## config.mk

```make
export PLATFORM = sky130hd
export DESIGN_NAME = dma_transmit_ring_buffer_unit
export DESIGN_NICKNAME = d
export VERILOG_FILES = /design/src/design/dtrb_pkg.sv /design/src/design/dtrb_ram.sv /design/src/design/dma_transmit_ring_buffer_unit.sv
export VERILOG_INCLUDE_DIRS = /design/src /design/src/design
export SDC_FILE = /design/constraint.sdc
export NUM_CORES = 1
export LEC_CHECK = 0
export BUFFER_PORTS_ARGS = -buffer_cell sky130_fd_sc_hd__buf_2
export CAP_MARGIN = 40
export CORE_ASPECT_RATIO = 1.1
export CORE_MARGIN = 1
export CORE_UTILIZATION = 55
export CTS_CLUSTER_DIAMETER = 120
export CTS_CLUSTER_SIZE = 25
export DETAILED_ROUTE_END_ITERATION = 8
export GPL_TIMING_DRIVEN = 0
export PLACE_DENSITY_LB_ADDON = 0.12
export SLEW_MARGIN = 20
export SYNTH_ARGS = -nofsm -noshare
export SYNTH_HDL_FRONTEND = slang
export SYNTH_HIERARCHICAL = 1
export SYNTH_SLANG_ARGS = --single-unit
```

## constraint.sdc

```tcl
create_clock -name clk -period 7.2 [get_ports clk]
set_input_delay 1.44 -clock clk [delete_from_list [all_inputs] [get_ports clk]]
set_output_delay 1.44 -clock clk [all_outputs]
set_load 0.02 [all_outputs]
```

## src/design/dma_transmit_ring_buffer_unit_macros.svh

```systemverilog
// assertion helpers for the ring buffer unit
`ifndef DMA_TRANSMIT_RING_BUFFER_UNIT_MACROS_SVH
`define DMA_TRANSMIT_RING_BUFFER_UNIT_MACROS_SVH

// same-cycle implication, checked outside reset
`define DTRB_ASSERT_IMPL(label, ante, cons) \
  label: assert property (@(posedge clk) disable iff (!rst_n) (ante) |-> (cons)) \
    else $error("dtrb assertion failed");

// next-cycle implication, checked outside reset
`define DTRB_ASSERT_NEXT(label, ante, cons) \
  label: assert property (@(posedge clk) disable iff (!rst_n) (ante) |=> (cons)) \
    else $error("dtrb assertion failed");

`endif

```

## src/design/dtrb_pkg.sv

```systemverilog
package dtrb_pkg;

  typedef enum logic [1:0] {
    KIND_PUT  = 2'd0,
    KIND_DONE = 2'd1,
    KIND_READ = 2'd2,
    KIND_NONE = 2'd3
  } kind_t;

  localparam logic [7:0] MARKER_BYTE = 8'h5E;

endpackage

```

## src/design/dtrb_ram.sv

```systemverilog
module dtrb_ram #(
  parameter int WIDTH = 8,
  parameter int DEPTH = 32
) (
  input  logic                     clk,
  input  logic                     we,
  input  logic [$clog2(DEPTH)-1:0] waddr,
  input  logic [WIDTH-1:0]         wdata,
  input  logic [$clog2(DEPTH)-1:0] raddr,
  output logic [WIDTH-1:0]         rdata
);

  logic [WIDTH-1:0] mem [DEPTH];

  always_ff @(posedge clk) begin
    if (we) begin
      mem[waddr] <= wdata;
    end
    rdata <= mem[raddr];
  end

endmodule

```

## src/design/dma_transmit_ring_buffer_unit.sv

```systemverilog
// Transmit byte ring buffer for a DMA-fed serial sender, one slot kept free. Each accepted
// word gives exactly one result word. Puts, transfer-done and unused-kind words finish in
// the idle state; a read visits a read state too, as the byte store read is registered; a
// put that inserts the overrun marker and then stores its own byte visits a data state
// too, as the byte store has a single write port. The result register lets the next word
// in while a result waits, as long as it is taken in the same cycle.
`include "dma_transmit_ring_buffer_unit_macros.svh"

module dma_transmit_ring_buffer_unit
  import dtrb_pkg::*;
#(
  parameter int BUFFER_DEPTH = 32
) (
  input  logic       clk,
  input  logic       rst_n,
  input  logic       in_valid,
  output logic       in_ready,
  input  logic [1:0] in_kind,
  input  logic [7:0] in_data_byte,
  input  logic [4:0] in_read_index,
  output logic       out_valid,
  input  logic       out_ready,
  output logic       out_accepted,
  output logic       out_marker_stored,
  output logic       out_burst_valid,
  output logic [4:0] out_burst_start,
  output logic [4:0] out_burst_count,
  output logic       out_sender_busy,
  output logic       out_overrun_flag,
  output logic [7:0] out_read_data
);

  localparam int AW = $clog2(BUFFER_DEPTH);
  localparam int CW = $clog2(BUFFER_DEPTH + 1);
  localparam logic [AW-1:0] LAST_SLOT = AW'(BUFFER_DEPTH - 1);

  typedef enum logic [2:0] {
    ST_IDLE = 3'b001,
    ST_DATA = 3'b010,
    ST_READ = 3'b100
  } state_t;

  state_t        state_r, state_nxt;
  logic [AW-1:0] rp_r, rp_nxt;
  logic [AW-1:0] wp_r, wp_nxt;
  logic [AW-1:0] be_r, be_nxt;
  logic          running_r, running_nxt;
  logic          ovp_r, ovp_nxt;
  logic [AW-1:0] pend_addr_r, pend_addr_nxt;
  logic [7:0]    pend_byte_r, pend_byte_nxt;
  logic          rd_ok_r, rd_ok_nxt;

  logic          out_valid_r, out_valid_nxt;
  logic          acc_r, acc_nxt;
  logic          mark_r, mark_nxt;
  logic          bv_r, bv_nxt;
  logic [4:0]    bs_r, bs_nxt;
  logic [4:0]    bc_r, bc_nxt;
  logic          busy_r, busy_nxt;
  logic          ovf_r, ovf_nxt;
  logic [7:0]    rdata_r, rdata_nxt;

  logic          ram_we;
  logic [AW-1:0] ram_waddr;
  logic [7:0]    ram_wdata;
  logic [AW-1:0] ram_raddr;
  logic [7:0]    ram_rdata;

  logic          accept;
  logic [AW-1:0] wp1, wp2;
  logic          full0, full1;
  logic          launch_req;
  logic [AW-1:0] lr, lw;
  logic          put_we;

  function automatic logic [AW-1:0] next_slot(input logic [AW-1:0] p);
    next_slot = (p == LAST_SLOT) ? '0 : p + 1'b1;
  endfunction

  dtrb_ram #(
    .WIDTH (8),
    .DEPTH (BUFFER_DEPTH)
  ) u_store (
    .clk   (clk),
    .we    (ram_we),
    .waddr (ram_waddr),
    .wdata (ram_wdata),
    .raddr (ram_raddr),
    .rdata (ram_rdata)
  );

  assign in_ready  = (state_r == ST_IDLE) && (!out_valid_r || out_ready);
  assign accept    = in_valid && in_ready;
  assign wp1       = next_slot(wp_r);
  assign wp2       = next_slot(wp1);
  assign full0     = (wp1 == rp_r);
  assign full1     = (wp2 == rp_r);
  assign ram_raddr = AW'(in_read_index);

  always_comb begin
    state_nxt     = state_r;
    rp_nxt        = rp_r;
    wp_nxt        = wp_r;
    be_nxt        = be_r;
    running_nxt   = running_r;
    ovp_nxt       = ovp_r;
    pend_addr_nxt = pend_addr_r;
    pend_byte_nxt = pend_byte_r;
    rd_ok_nxt     = rd_ok_r;
    out_valid_nxt = out_valid_r && !out_ready;
    acc_nxt       = acc_r;
    mark_nxt      = mark_r;
    bv_nxt        = bv_r;
    bs_nxt        = bs_r;
    bc_nxt        = bc_r;
    busy_nxt      = busy_r;
    ovf_nxt       = ovf_r;
    rdata_nxt     = rdata_r;
    put_we        = 1'b0;
    ram_waddr     = wp_r;
    ram_wdata     = in_data_byte;
    launch_req    = 1'b0;
    lr            = rp_r;
    lw            = wp_r;

    unique case (state_r)
      ST_IDLE: begin
        if (accept) begin
          acc_nxt   = 1'b0;
          mark_nxt  = 1'b0;
          rdata_nxt = '0;
          unique case (in_kind)
            KIND_PUT: begin
              launch_req = !running_r;
              if (ovp_r) begin
                if (!full0) begin
                  put_we    = 1'b1;
                  ram_wdata = MARKER_BYTE;
                  mark_nxt  = 1'b1;
                  lw        = wp1;
                  ovp_nxt   = full1;
                  if (full1) begin
                    wp_nxt = wp1;
                  end else begin
                    acc_nxt       = 1'b1;
                    wp_nxt        = wp2;
                    state_nxt     = ST_DATA;
                    pend_addr_nxt = wp1;
                    pend_byte_nxt = in_data_byte;
                  end
                end
              end else if (full0) begin
                ovp_nxt = 1'b1;
              end else begin
                put_we  = 1'b1;
                acc_nxt = 1'b1;
                wp_nxt  = wp1;
                lw      = wp1;
              end
            end
            KIND_DONE: begin
              if (running_r) begin
                rp_nxt = be_r;
                lr     = be_r;
                if (wp_r == be_r) begin
                  running_nxt = 1'b0;
                end else begin
                  launch_req = 1'b1;
                end
              end
            end
            KIND_READ: begin
              state_nxt = ST_READ;
              rd_ok_nxt = (32'(in_read_index) < BUFFER_DEPTH);
            end
            default: begin
            end
          endcase

          bv_nxt = launch_req;
          bs_nxt = '0;
          bc_nxt = '0;
          if (launch_req) begin
            running_nxt = 1'b1;
            bs_nxt      = 5'(lr);
            if (lr < lw) begin
              bc_nxt = 5'(CW'(lw) - CW'(lr));
              be_nxt = lw;
            end else begin
              bc_nxt = 5'(CW'(BUFFER_DEPTH) - CW'(lr));
              be_nxt = '0;
            end
          end
          busy_nxt      = running_nxt;
          ovf_nxt       = ovp_nxt;
          out_valid_nxt = (in_kind != KIND_READ);
        end
      end
      ST_DATA: begin
        put_we    = 1'b1;
        ram_waddr = pend_addr_r;
        ram_wdata = pend_byte_r;
        state_nxt = ST_IDLE;
      end
      ST_READ: begin
        rdata_nxt     = rd_ok_r ? ram_rdata : 8'h00;
        out_valid_nxt = 1'b1;
        state_nxt     = ST_IDLE;
      end
      default: begin
        state_nxt = ST_IDLE;
      end
    endcase
  end

  assign ram_we = put_we;

  always_ff @(posedge clk) begin
    if (!rst_n) begin
      state_r     <= ST_IDLE;
      rp_r        <= '0;
      wp_r        <= '0;
      be_r        <= '0;
      running_r   <= 1'b0;
      ovp_r       <= 1'b0;
      out_valid_r <= 1'b0;
    end else begin
      state_r     <= state_nxt;
      rp_r        <= rp_nxt;
      wp_r        <= wp_nxt;
      be_r        <= be_nxt;
      running_r   <= running_nxt;
      ovp_r       <= ovp_nxt;
      out_valid_r <= out_valid_nxt;
    end
  end

  always_ff @(posedge clk) begin
    pend_addr_r <= pend_addr_nxt;
    pend_byte_r <= pend_byte_nxt;
    rd_ok_r     <= rd_ok_nxt;
    acc_r       <= acc_nxt;
    mark_r      <= mark_nxt;
    bv_r        <= bv_nxt;
    bs_r        <= bs_nxt;
    bc_r        <= bc_nxt;
    busy_r      <= busy_nxt;
    ovf_r       <= ovf_nxt;
    rdata_r     <= rdata_nxt;
  end

  assign out_valid         = out_valid_r;
  assign out_accepted      = acc_r;
  assign out_marker_stored = mark_r;
  assign out_burst_valid   = bv_r;
  assign out_burst_start   = bs_r;
  assign out_burst_count   = bc_r;
  assign out_sender_busy   = busy_r;
  assign out_overrun_flag  = ovf_r;
  assign out_read_data     = rdata_r;

  // sender idle means nothing is queued
  `DTRB_ASSERT_IMPL(a_idle_empty, !running_r, wp_r == rp_r)
  // a launched burst leaves the sender busy
  `DTRB_ASSERT_IMPL(a_burst_busy, out_valid && out_burst_valid, out_sender_busy)
  // a stored put byte clears the overrun condition
  `DTRB_ASSERT_IMPL(a_acc_clears_ovf, out_valid && out_accepted, !out_overrun_flag)
  // a read word always passes through the read state while waiting on the byte store
  `DTRB_ASSERT_NEXT(a_read_wait, accept && (in_kind == KIND_READ), state_r == ST_READ)

endmodule
```

-- Word-level counts from Yosys, hierarchy flattened
Memories as Yosys holds them, arrays and structs flattened. A register that Yosys moved wholly into a read port is not among the register bits.
Cells that the tools add are included.
W data, S select, Z words.
- equal/unequal tests: 16
- muxes and demuxes: 49
- $lt $le $gt $ge: 1
- reduce and logical (&&, ||, !) cells: 18
- add/subtract/negate cells: 4
- bitwise logic cells: 2
- operator list (operator ; number):
    $mux W5 ; 16
    $mux W8 ; 5
    $pmux W8 S2 ; 2
    $mux W1 ; 19
    $eq A5 B5 Y1 ; 3
    $ne A2 B2 Y1 const B ; 6
    $add A5 B1 Y5 const B ; 2
    $eq A5 B5 Y1 const B ; 2
    $mux W3 ; 3
    $reduce_and A2 Y1 ; 4
    $pmux W1 S2 ; 3
    $pmux W3 S2 ; 1
    $reduce_and A6 Y1 ; 1
    $lt A5 B5 Y1 ; 1
    $reduce_and A5 Y1 ; 1
    $sub A1 B5 Y5 const A ; 1
    $sub A5 B5 Y5 ; 1
    $reduce_and A4 Y1 ; 1
    $reduce_bool A2 Y1 ; 2
    $eq A3 B1 Y1 const B ; 1
    $eq A3 B2 Y1 const B ; 1
    $eq A3 B3 Y1 const B ; 1
    $logic_and A1 B1 Y1 ; 3
    $logic_not A1 Y1 ; 3
    6 further kinds ; 7
- memories kept: 1
- bits in registers: 57
- input bits: 19
- memory bits (writable): 256
- output and inout bits: 25
- logic and storage cells: 108
- memories (memory ; words ; bits a word ; read ports ; clocked after Yosys merged registers in ; wr ports ; line ; RTL):
    u_store.mem ; 32 ; 8 ; 1 ; 1 ; 1 ; dtrb_ram.sv:13 ; logic [WIDTH-1:0] mem [DEPTH];

-- Logic depth before layout (Yosys ltp)
Gate-level depths: netlist (run 1).
- depth after elaboration: 9
- mapped depth: 17

-- Cells and area by module
The synthesis (run 1) kept the hierarchy.
- modules (own cells, without submodules) (module ; cells an instance ; seq. area each (µm²) ; times used ; area each (µm²)):
    dtrb_ram ; 417 ; 7847.5 ; 1 ; 10053.4
    dma_transmit_ring_buffer_unit ; 346 ; 1501.4 ; 1 ; 3324.4

-- Least setup slack after synthesis (run 1)
No wires, ideal clock.
- path type: in2reg
- from: input port out_ready
- to: memory u_store.mem[0][0] (data pin)
- library setup time: 0.454 ns
- setup slack: 3.130 ns
- buffers on the path: 0
- required time: 6.746 ns
- stages: 6
- arrival: 3.616 ns
- path through: nor2b_1 -> and3b_1 -> nand2_1 -> nor2_1 -> and3_1 -> o21ai_0
- cells in the longest elaborated chain, start to end: 5
- ends and longest elaborated chain (what ; line ; RTL):
    start: declaration ; dma_transmit_ring_buffer_unit.sv:22 ; input logic out_ready,
    $logic_or A1 B1 Y1 ; dma_transmit_ring_buffer_unit.sv:92 ; assign in_ready = (state_r == ST_IDLE) && (!out_valid_r || out_ready);
    $logic_and A1 B1 Y1 ; dma_transmit_ring_buffer_unit.sv:92 ;
    named net in_ready ; dma_transmit_ring_buffer_unit.sv:17 ; output logic in_ready,
    $logic_and A1 B1 Y1 ; dma_transmit_ring_buffer_unit.sv:93 ; assign accept = in_valid && in_ready;
    $mux W8 ; dma_transmit_ring_buffer_unit.sv:128 ; if (accept) begin
    $pmux W8 S2 ; dma_transmit_ring_buffer_unit.sv:126 ; unique case (state_r)
    named net ram_wdata[0] ; dma_transmit_ring_buffer_unit.sv:65 ; logic [7:0] ram_wdata;
    end: declaration ; dtrb_ram.sv:13 ;
The timed path passes the listed nets, and every way through them passes these cells.

-- Final worst setup path (run 1)
- from: register wp_r[1]
- to: register bc_r[3] (netlist: out_burst_count[3]) (data pin)
- cells in the longest elaborated chain, start to end: 9
- elaborated cells between the ends (all ways): 17
- those cells by class: 2 x add/sub; 1 x order compare; 3 x eq/ne; 11 x mux
- ends and longest elaborated chain (what ; line ; RTL):
    start: declaration ; dma_transmit_ring_buffer_unit.sv:45 ; logic [AW-1:0] wp_r, wp_nxt;
    start signal: assignment ; dma_transmit_ring_buffer_unit.sv:230 ; wp_r <= wp_nxt;
    $add A5 B1 Y5 or $eq A5 B5 Y1 (tied branches) ; dma_transmit_ring_buffer_unit.sv:77 ; next_slot = (p == LAST_SLOT) ? '0 : p + 1'b1;
    $mux W5 * ; dma_transmit_ring_buffer_unit.sv:77 ;
    named net wp1[3] ; dma_transmit_ring_buffer_unit.sv:70 ; logic [AW-1:0] wp1, wp2;
    $eq A5 B5 Y1 ; dma_transmit_ring_buffer_unit.sv:96 ; assign full0 = (wp1 == rp_r);
    $mux W5 * ; dma_transmit_ring_buffer_unit.sv:136, dma_transmit_ring_buffer_unit.sv:152 ;
    $mux W5 * ; dma_transmit_ring_buffer_unit.sv:132 ; unique case (in_kind)
    $mux W5 * ; dma_transmit_ring_buffer_unit.sv:128 ;
    $mux W5 * ; dma_transmit_ring_buffer_unit.sv:126 ;
    $sub A5 B5 Y5 or $lt A5 B5 Y1 (tied branches) ; dma_transmit_ring_buffer_unit.sv:187, dma_transmit_ring_buffer_unit.sv:186 ;
    $mux W5 * ; dma_transmit_ring_buffer_unit.sv:186 ; if (lr < lw) begin
    end signal: assignment ; dma_transmit_ring_buffer_unit.sv:246 ; bc_r <= bc_nxt;
    end: declaration ; dma_transmit_ring_buffer_unit.sv:58 ; logic [4:0] bc_r, bc_nxt;
The timed path passes the listed nets; every way through them passes the cells marked *. The select of a mux whose other input is x is not followed.
A chain may end at the register's enable or synchronous reset.

==> results.toml, run 1 <==
[cells_and_area]
fillers = 1750
drive_gt1_share_pct = 23.2
nets = 858
n_antenna_cell = 0
final_cell_count_no_fill = 1143
synthToLayoutAreaGrowth_pct = 9.26
final_cell_area_um2 = 14600

[placement]
pre_cts_slack_ns = 2.44
dpl-instance-area_um2 = 14100
routabilityCongestion = 0.872
hpwl_um = 19300
dp.cells = 1111
portBuffers = 37

[worst_setup_path]
worst_setup_path_start_kind = "flop"
worstSetupPathType = "flop to flop"
reg2reg_depth = 17
arrival_ns = 5.12
crit_start = "wp_r[1]"
worst-r2r-setup-slack_ns = 2.32
cp_max_fo = 10
rr_startpoint = "wp_r[1]"
crit_required_ns = 7.44
worstSetupEndpointType = "flop"
r2r-end = "out_burst_count[3]"

[sta]
post-route-min-period_ns = 4.88
fmax_mhz = 205
max-slew-margin-rel_pct = 46.3
fin_crit_sh_pct = 67.8
finalSetupViolations = 0
slew_violations = 0
fin_tns_setup_ns = 0
rsz0062_at_grt = "no"
skew_ns = 0.0243
timing.final.ws_setup_ns = 2.32
hold_viol_final = 0
worst_pin_slew_ns = 0.803

[clocking]
cts_setup_buffers = 0
cts_made_buffers = 16
cts_max_level = 1
cts_tree = "done"
cts.repair.resized = 0
numClockSinks = 321
clk_pin_slew_ns = 0.10
ctsHoldBuffers = 0
cts_max_path_buffers = 3
cts.root.buffer_cell = "clkbuf_16"
clock_latency_ns = 0.51

[synthesis]
yosysUniqueCellTypes = 63
syn_nets = 793
synth_edf_count = 292
synthCells = 763
synth_seq_area_share_pct = 69.9
async_flop_share_pct = 0
ys_warn_count = 6
avgSynthCellArea_um2 = 17.5
synth_flop_cell = "edfxtp_1"
synthesis.area_um2 = 13400
synth.ff_latch_count = 321

[floorplan]
rows = 59
fp.coreArea_um2 = 23800
die_y_um = 166
start_util_pct = 56.3
die_area_um2 = 25000
die_width_um = 151
num_io_pins = 44

[pwr]
max-vdd-ir-drop_uv = 140
p_leak_nw = 4.90
power_density_nw_per_um2 = 233
power_mw = 3.41

[status]
status = "completed"

[worst_hold_path]
hold_end = "out_read_data[7]"
min_from = "u_store/rdata[7]"
hold_depth = 1
worstHoldPathType = "flop to flop"

[detailed_routing]
ant_nets = 0
drt_iter0_drc = 566
first_pass_iters = 4
wl_um = 27200
vias = 7030
wire_per_inst_um = 23.8
drc = 0
vias_per_cell = 6.15

[global_route]
antenna_found_initial = 0
grt.overflow.total = 0
grt_use_total_pct = 22.8
grt_first_pass_wirelength_um = 41500
grt_start_max_net_pins = 33
grt_pass1_vias = 7022

[flow_run]
cap_violations = 0
[placed cells by master (no fill, tap or decap), types with 3 or more instances in the layout]
| cell | count |
|---|---|
| or2_2 | 3 |
| mux2_2 | 13 |
| nand3_1 | 10 |
| o211a_1 | 5 |
| a21oi_1 | 15 |
| buf_2 | 41 |
| dfxtp_1 | 29 |
| and2_1 | 10 |
| a211oi_1 | 3 |
| buf_4 | 11 |
| nand4_1 | 3 |
| mux4_2 | 80 |
| or3_1 | 5 |
| and3_1 | 5 |
| clkbuf_1 | 27 |
| ha_1 | 10 |
| xnor2_1 | 9 |
| a21boi_0 | 3 |
| buf_1 | 6 |
| o21ai_0 | 18 |
| mux2i_1 | 9 |
| a22oi_1 | 3 |
| a31oi_1 | 3 |
| nor3_1 | 5 |
| clkbuf_16 | 18 |
| or3b_2 | 3 |
| nand2_1 | 52 |
| a41o_1 | 4 |
| nand3b_1 | 8 |
| nor2_1 | 69 |
| inv_1 | 8 |
| buf_6 | 4 |
| edfxtp_1 | 292 |
| nand3_2 | 3 |
| xor2_1 | 7 |
| nor2b_1 | 5 |
| o21ai_4 | 3 |
[area by class of cell]
cell class / count / area (µm²) / area share (%)
flip-flops and latches: 321 / 9350 / 64.0
multi-input cells: 398 / 3860 / 26.4
clock buffers: 28 / 488 / 3.34
well taps: 305 / 382 / 2.61
repair buffers: 47 / 320 / 2.19
plain buffers: 36 / 184 / 1.26
inverters: 8 / 30.0 / 0.205
[cell usage after synthesis (all sizes together), types with 5 or more instances]
library cell / number / area (µm²)
o21ai: 21 / 105
dfxtp: 29 / 581
nand2: 52 / 195
nor2b: 5 / 31.3
or3: 5 / 31.3
mux2: 13 / 146
ha: 10 / 125
edfxtp: 292 / 8770
and3: 5 / 31.3
buf: 19 / 120
xnor2: 11 / 111
and2: 10 / 62.6
o211a: 5 / 50.1
nand3: 13 / 65.1
nor2: 70 / 270
xor2: 8 / 77.6
nor3: 5 / 25.0
inv: 8 / 30.0
mux2i: 9 / 90.1
a21oi: 16 / 91.3
clkbuf: 17 / 63.8
nand3b: 8 / 60.1
mux4: 80 / 1800
[cell families after synthesis]
group	Yosys count	share of synthesized area (%)
compound gates	70	3.54
xor+xnor	19	1.41
fa+ha+maj	11	1.08
buf+inv	44	1.60
flops	321	69.9
mux	102	15.2
simple gates	196	7.24
[registers in the layout, indices dropped and copies added, names as in the netlist]
name,count
be_r,5
out_burst_count,5
running_r,1
out_overrun_flag,1
wp_r,5
state_r,3
ovp_r,1
out_burst_valid,1
pend_addr_r,5
out_accepted,1
u_store/rdata,8
out_burst_start,5
out_valid,1
rp_r,5
pend_byte_r,8
out_sender_busy,1
out_read_data,8
u_store/mem,256
out_marker_stored,1
[how the worst max path moves through the flow]
stage	end	slack, ns	cells past startpoint
2_1_floorplan	u_store/mem[0][0]	3.13	6
3_3_place_gp	u_store/mem[8][7]	1.33	7
3_5_place_dp	out_burst_count[3]	2.44	17
4_1_cts	out_burst_count[3]	2.40	17
5_1_grt	out_burst_count[1]	2.00	17
6_report	out_burst_count[3]	2.32	17
[power breakdown]
| group | switching, mW | total [mW] | internal, mW | leakage, nW |
|---|---|---|---|---|
| Sequential | 0.0139 | 2.07 | 2.06 | 2.89 |
| Combinational | 0.196 | 0.329 | 0.133 | 1.78 |
| Clock | 0.537 | 1.00 | 0.468 | 0.234 |
[layer usage]
layer	vias to the layer above	GRT usage, %	wire (µm)
met5	-	0	0
met4	0	4.82	403
met3	27	3.10	1360
met2	212	40.7	14300
met1	3654	29.9	11100
li1	3137	-	-
[metrics by stage]
stage	util (%)	hold slack, ns
after floorplan	-	0.469
after global placement	58.7	0.493
after detailed placement	59.2	0.492
after CTS	61.3	0.513
after global routing	61.5	0.543
final	61.5	0.513
[critical path: stages, from the launching register on]
cell and delay, ns:
dfxtp_1 0.55, ha_1 0.35, and3_1 0.19, ha_1 0.31, nor2b_1 0.08, mux2_2 0.36
xnor2_2 0.20, a21oi_4 0.28, nor2_1 0.07, a21oi_1 0.43, ha_1 0.34, nor2b_1 0.13
o21a_1 0.17, o21ai_0 0.31, a21oi_1 0.21, clkbuf_1 0.30, a31oi_1 0.26, nor2_1 0.05
Power figures use the tool's default switching activity.
==> inputs of run 2 (changes only) <==
- ABC_AREA: not set -> 1
- clock period: 7.2 -> 4.9 ns (I/O delays scaled with it)
==> results.toml, run 2 <==
[status]
status = "completed"

[sta]
hold_viol_final = 0
post-route-min-period_ns = 4.26
max-slew-margin-rel_pct = 43.4
slew_violations = 0
fmax_mhz = 235
rsz0062_at_grt = "no"
skew_ns = 0.0136
fin_tns_setup_ns = 0
worst_pin_slew_ns = 0.846
fin_crit_sh_pct = 86.8
finalSetupViolations = 0

[floorplan]
start_util_pct = 56.0
die_area_um2 = 26500
die_width_um = 155
num_io_pins = 44
fp.coreArea_um2 = 25300
rows = 61
die_y_um = 171

[worst_setup_path]
crit_family = "simple AND/OR/NAND/NOR gates"
worstSetupPathType = "flop to flop"
worst_setup_path_start_kind = "flop"
cp_max_fo = 10
critPathMostFrequentCell = "nand2_1"
crit_buf_inv = 4
crit_required_ns = 5.16
max_stage_delay_ns = 0.56
crit_path_cell_trace = "ha_1 -> nand2_2 -> nor2_1 -> ha_1 -> inv_1 -> nand2_1 -> a21oi_1 -> nand4_4 -> nor2_8 -> nor2_4 -> o21ai_2 -> ha_1 -> a21oi_1 -> nand2_1 -> nand2_1 -> nand2_1 -> a21oi_1 -> nand2b_1 -> clkbuf_1 -> inv_1 -> o21ai_0 -> inv_1"
cpMaxStageDelayCell = "dfxtp_1"
rr_startpoint = "wp_r[0]"
arrival_ns = 4.52
worstSetupEndpointType = "flop"
crit_start = "wp_r[0]"

[detailed_routing]
vias_per_cell = 5.61
drt_iter0_drc = 871
vias = 9909
ant_nets = 0
wl_um = 34700
wire_per_inst_um = 19.7
first_pass_iters = 7
drc = 0

[synthesis]
synth.ff_latch_count = 321
synth_top_cell_area_share_pct = 61.8
syn_nets = 1373
yosysUniqueCellTypes = 42
synth.top_cells.by_area = "edfxtp_1 62%, nand2_1 12%, nand3_1 8.2%, dfxtp_1 4.1%, buf_6 1.9%"
ys_warn_count = 6
avgSynthCellArea_um2 = 10.6
synthesis.area_um2 = 14200
synthTopCellsByCount = "463 x nand2_1, 292 x edfxtp_1, 233 x nand3_1"
synth_seq_area_share_pct = 65.9
synth_edf_count = 292
post-synth-top-count-cell = "nand2_1"
async_flop_share_pct = 0
synth_flop_cell = "edfxtp_1"
synthCells = 1343
yosysTopAreaCell = "edfxtp_1"

[pwr]
p_seq_share_pct = 58.3
switchingPower_mw = 1.33
combPwrFrac_pct = 13.4
p_sw_share_pct = 25.1
p_clk_share_pct = 28.3
p_leak_nw = 5.97
max-vdd-ir-drop_uv = 283
power_mw = 5.29
p_int_mw = 3.96
power_density_nw_per_um2 = 343

[cells_and_area]
synthToLayoutAreaGrowth_pct = 8.77
regMostFlops = "u_store/mem"
final_cell_count_no_fill = 1765
final_cell_mix = "459 x nand2_1, 292 x edfxtp_1, 230 x nand3_1"
final_cell_area_um2 = 15400
largest_register_ffs = 256
final_common_cell = "nand2_1"
drive_gt1_share_pct = 11.9
nets = 1443

[global_route]
grt_use_total_pct = 26.8
antenna_found_initial = 1
grt_first_pass_wirelength_um = 52500
grt.overflow.total = 0
grt_start_max_net_pins = 33
grt_pass1_vias = 9046

[flow_run]
cap_violations = 0

[clocking]
numClockSinks = 321
clock_latency_ns = 0.51
ctsHoldBuffers = 0
cts_made_buffers = 16
cts_max_path_buffers = 3
clk_pin_slew_ns = 0.10
cts.repair.resized = 0
cts.root.buffer_cell = "clkbuf_16"
cts_setup_buffers = 0
cts_max_level = 1
cts_tree = "done"

[placement]
routabilityCongestion = 0.925
dp.cells = 1733
portBuffers = 39
hpwl_um = 23800
dpl-instance-area_um2 = 14900

[worst_hold_path]
worstHoldPathType = "flop to flop"
min_from = "be_r[0]"
run 2: cell types whose count changed after synthesis, sizes merged, moves of 6 or more:
cell	before	now
and2	10	1
nand3b	8	0
buf	19	47
mux2	13	0
nand2	52	475
nand4	3	13
nor2	70	78
nand3	13	236
mux4	80	0
clkbuf	17	11
inv	8	70
run 2: metal layers:
metal  vias up  global-route usage [%]  part of all wire, %
met2       424                    42.7                   46
li1       4716                       -                    -
met1      4722                    39.7                   44
met4         0                    6.95                  1.8
met5         -                       0                    0
met3        47                    2.56                  8.4
run 2: stage by stage:
step	setup WS (ns)	hold WS, ns	util, %
floorplan	1.32	0.468	-
global placement	0.665	0.485	58.5
detailed placement	0.596	0.492	58.8
CTS	0.571	0.507	60.6
global route	0.180	0.535	60.9
finish	0.645	0.507	60.9
run 2: path summary, 6_finish.rpt:
kind | end | slack, ns | cells past startpoint
worst min-delay path | be_r[0] | 0.51 | 2
worst min register to register | be_r[0] | 0.51 | 2
worst max register to register | out_burst_count[1] | 0.64 | 22
worst max-delay path | out_burst_count[1] | 0.64 | 22
run 2: power groups by stage:
stage	combinational [mW]	clock (mW)	sequential (mW)
after global placement	0.676	0	3.15
after detailed placement	0.690	0	3.15
final	0.706	1.50	3.08
after global routing	0.778	1.60	3.09
after CTS	0.692	1.52	3.09
after floorplan	0.445	0	3.17
run 2: area by class of cell:
| type | instances | area [µm²] |
|---|---|---|
| multi-input cells | 891 | 4170 |
| clock buffers | 22 | 444 |
| clock inverters | 1 | 30.0 |
| flip-flops and latches | 321 | 9350 |
| plain buffers | 58 | 434 |
| well taps | 346 | 433 |
| repair buffers | 52 | 310 |
| diodes | 1 | 2.50 |
| fillers | 2110 | 9900 |
| inverters | 73 | 274 |
run 2: logic make-up (layout without fill, tap and decap cells):
family	Yosys count	count (layout)	share of synthesized area, %
buf+inv	131	206	4.99
mux	5	5	0.353
other cells	0	1	0
flops	321	321	65.9
fa+ha+maj	11	11	1.02
compound gates	55	55	2.22
simple gates	810	810	24.9
xor+xnor	10	10	0.670
run 2: worst register-to-register path: cells and delay by family (launching register included):
kind / cells / cell delay [ns]
DFF: 1 / 0.56
AOI/OAI and AO/OA: 5 / 0.89
and+or+nand+nor: 10 / 1.05
adders and majority gates: 3 / 0.89
buffers and inverters: 4 / 0.62
==> inputs of run 3 (changes only) <==
- CORE_UTILIZATION: 55 -> 30
==> results.toml, run 3 (synthesis results as in run 2) <==
[global_route]
antenna_found_initial = 0
grt_start_max_net_pins = 33
grt.overflow.total = 0
grt_use_total_pct = 17.2
grt_pass1_vias = 9282
grt_first_pass_wirelength_um = 60900

[cells_and_area]
final_cell_mix = "458 x nand2_1, 292 x edfxtp_1, 230 x nand3_1"
synthToLayoutAreaGrowth_pct = 12.5
largest_register_ffs = 256
fillers = 4719
nets = 1459
final_cell_area_um2 = 16000
final_common_cell = "nand2_1"
regMostFlops = "u_store/mem"
drive_gt1_share_pct = 13.0

[flow_run]
cap_violations = 0

[worst_setup_path]
crit_required_ns = 5.04
endpoint = "u_store/mem[12][4]"
rr_startpoint = "wp_r[0]"
cp_max_fo = 8
r2r-end = "u_store/mem[12][4]"
arrival_ns = 4.70
worstSetupEndpointType = "flop"
crit_start = "wp_r[0]"
worstSetupPathType = "flop to flop"
worst_setup_path_start_kind = "flop"
reg2reg_depth = 15
worst-r2r-setup-slack_ns = 0.34

[sta]
slew_violations = 0
skew_ns = 0.0338
fin_crit_sh_pct = 93.0
max-slew-margin-rel_pct = 44.4
fin_tns_setup_ns = 0
rsz0062_at_grt = "no"
fmax_mhz = 219
finalSetupViolations = 0
hold_viol_final = 0
post-route-min-period_ns = 4.56
worst_pin_slew_ns = 0.829

[clocking]
cts_tree = "done"
clock_latency_ns = 0.52
clk_pin_slew_ns = 0.10
cts_setup_buffers = 0
cts.root.buffer_cell = "clkbuf_16"
cts_max_path_buffers = 3
cts_max_level = 1
cts_made_buffers = 17
numClockSinks = 321
cts.repair.resized = 0
ctsHoldBuffers = 0

[pwr]
p_leak_nw = 6.08
power_density_nw_per_um2 = 337
max-vdd-ir-drop_uv = 166

[placement]
dpl-instance-area_um2 = 15400
portBuffers = 39
routabilityCongestion = 0.860
hpwl_um = 29500

[status]
status = "completed"

[detailed_routing]
wire_per_inst_um = 20.4
ant_nets = 0
drc = 0
drt_iter0_drc = 811
vias_per_cell = 4.83
vias = 9804
first_pass_iters = 5
wl_um = 41500

[floorplan]
die_area_um2 = 48200
fp.coreArea_um2 = 46700
die_width_um = 209
num_io_pins = 44
die_y_um = 230
start_util_pct = 30.4
rows = 83

[worst_hold_path]
worstHoldPathType = "flop to flop"
-- run 3: cell count changes in the layout (fill, tap and decap cells not counted), sizes merged --
cell,previous run,this run
buf,99,114
clkinv,3,4
inv,70,71
bufinv,1,0
-- run 3: report_power, final --
| part | internal (mW) | switching, mW | total [mW] |
|---|---|---|---|
| registers | 3.06 | 0.0233 | 3.08 |
| logic | 0.226 | 0.526 | 0.752 |
| clock network | 0.659 | 0.886 | 1.55 |
| total | 3.94 | 1.44 | 5.38 |
-- run 3: critical path, cell delays in order (launching register included) --
cell and delay, ns:
dfxtp_1 0.45, ha_1 0.29, nand2_2 0.11, nor2_1 0.05
ha_1 0.22, inv_1 0.19, nand2_1 0.12, nor2_4 0.19
nand2_2 0.09, nand4_4 0.14, inv_1 0.05, nand2_1 0.21
nand2_1 0.20, o21ai_0 0.48, nand3_1 0.56, nor2_1 0.82
-- run 3: final cells by class --
class | instances | area (µm²) | share of cell area, %
tap | 595 | 744 | 4.66
antenna | 1 | 2.50 | 0.0157
inverter | 73 | 274 | 1.72
timing repair buffer | 67 | 520 | 3.26
sequential | 321 | 9350 | 58.5
buffer | 58 | 434 | 2.72
clock inverter | 2 | 38.8 | 0.243
clock buffer | 22 | 444 | 2.78
multi-input combinational | 891 | 4170 | 26.1
-- run 3: per-stage QoR --
stage	hold slack, ns	power (mW)	instances	utilization [%]	setup slack (ns)
2_1_floorplan	0.468	3.61	1343	-	1.32
3_3_place_gp	0.492	3.88	1977	32.4	0.331
3_5_place_dp	0.497	3.91	1997	33.0	0.418
4_1_cts	0.510	5.45	2021	34.1	0.379
5_1_grt	0.549	5.62	2029	34.2	0.0538
6_report	0.514	5.38	2030	34.2	0.341
-- run 3: layer usage --
metal / track usage (%) / routed length, µm / vias up
li1: - / - / 4736
met1: 23.8 / 18700 / 4739
met2: 28.3 / 19600 / 276
met3: 1.80 / 2030 / 53
met4: 5.08 / 1170 / 0
met5: 0 / 0 / -
-- run 3: worst min-delay path by stage --
stage          cells past startpoint          to        from  slack (ns)
2_1_floorplan                      2     be_r[1]     be_r[1]        0.47
3_3_place_gp                       2  state_r[2]  state_r[2]        0.49
3_5_place_dp                       2  state_r[2]  state_r[2]        0.50
4_1_cts                            2  state_r[2]  state_r[2]        0.51
5_1_grt                            2  state_r[2]  state_r[2]        0.55
6_report                           2  state_r[2]  state_r[2]        0.51
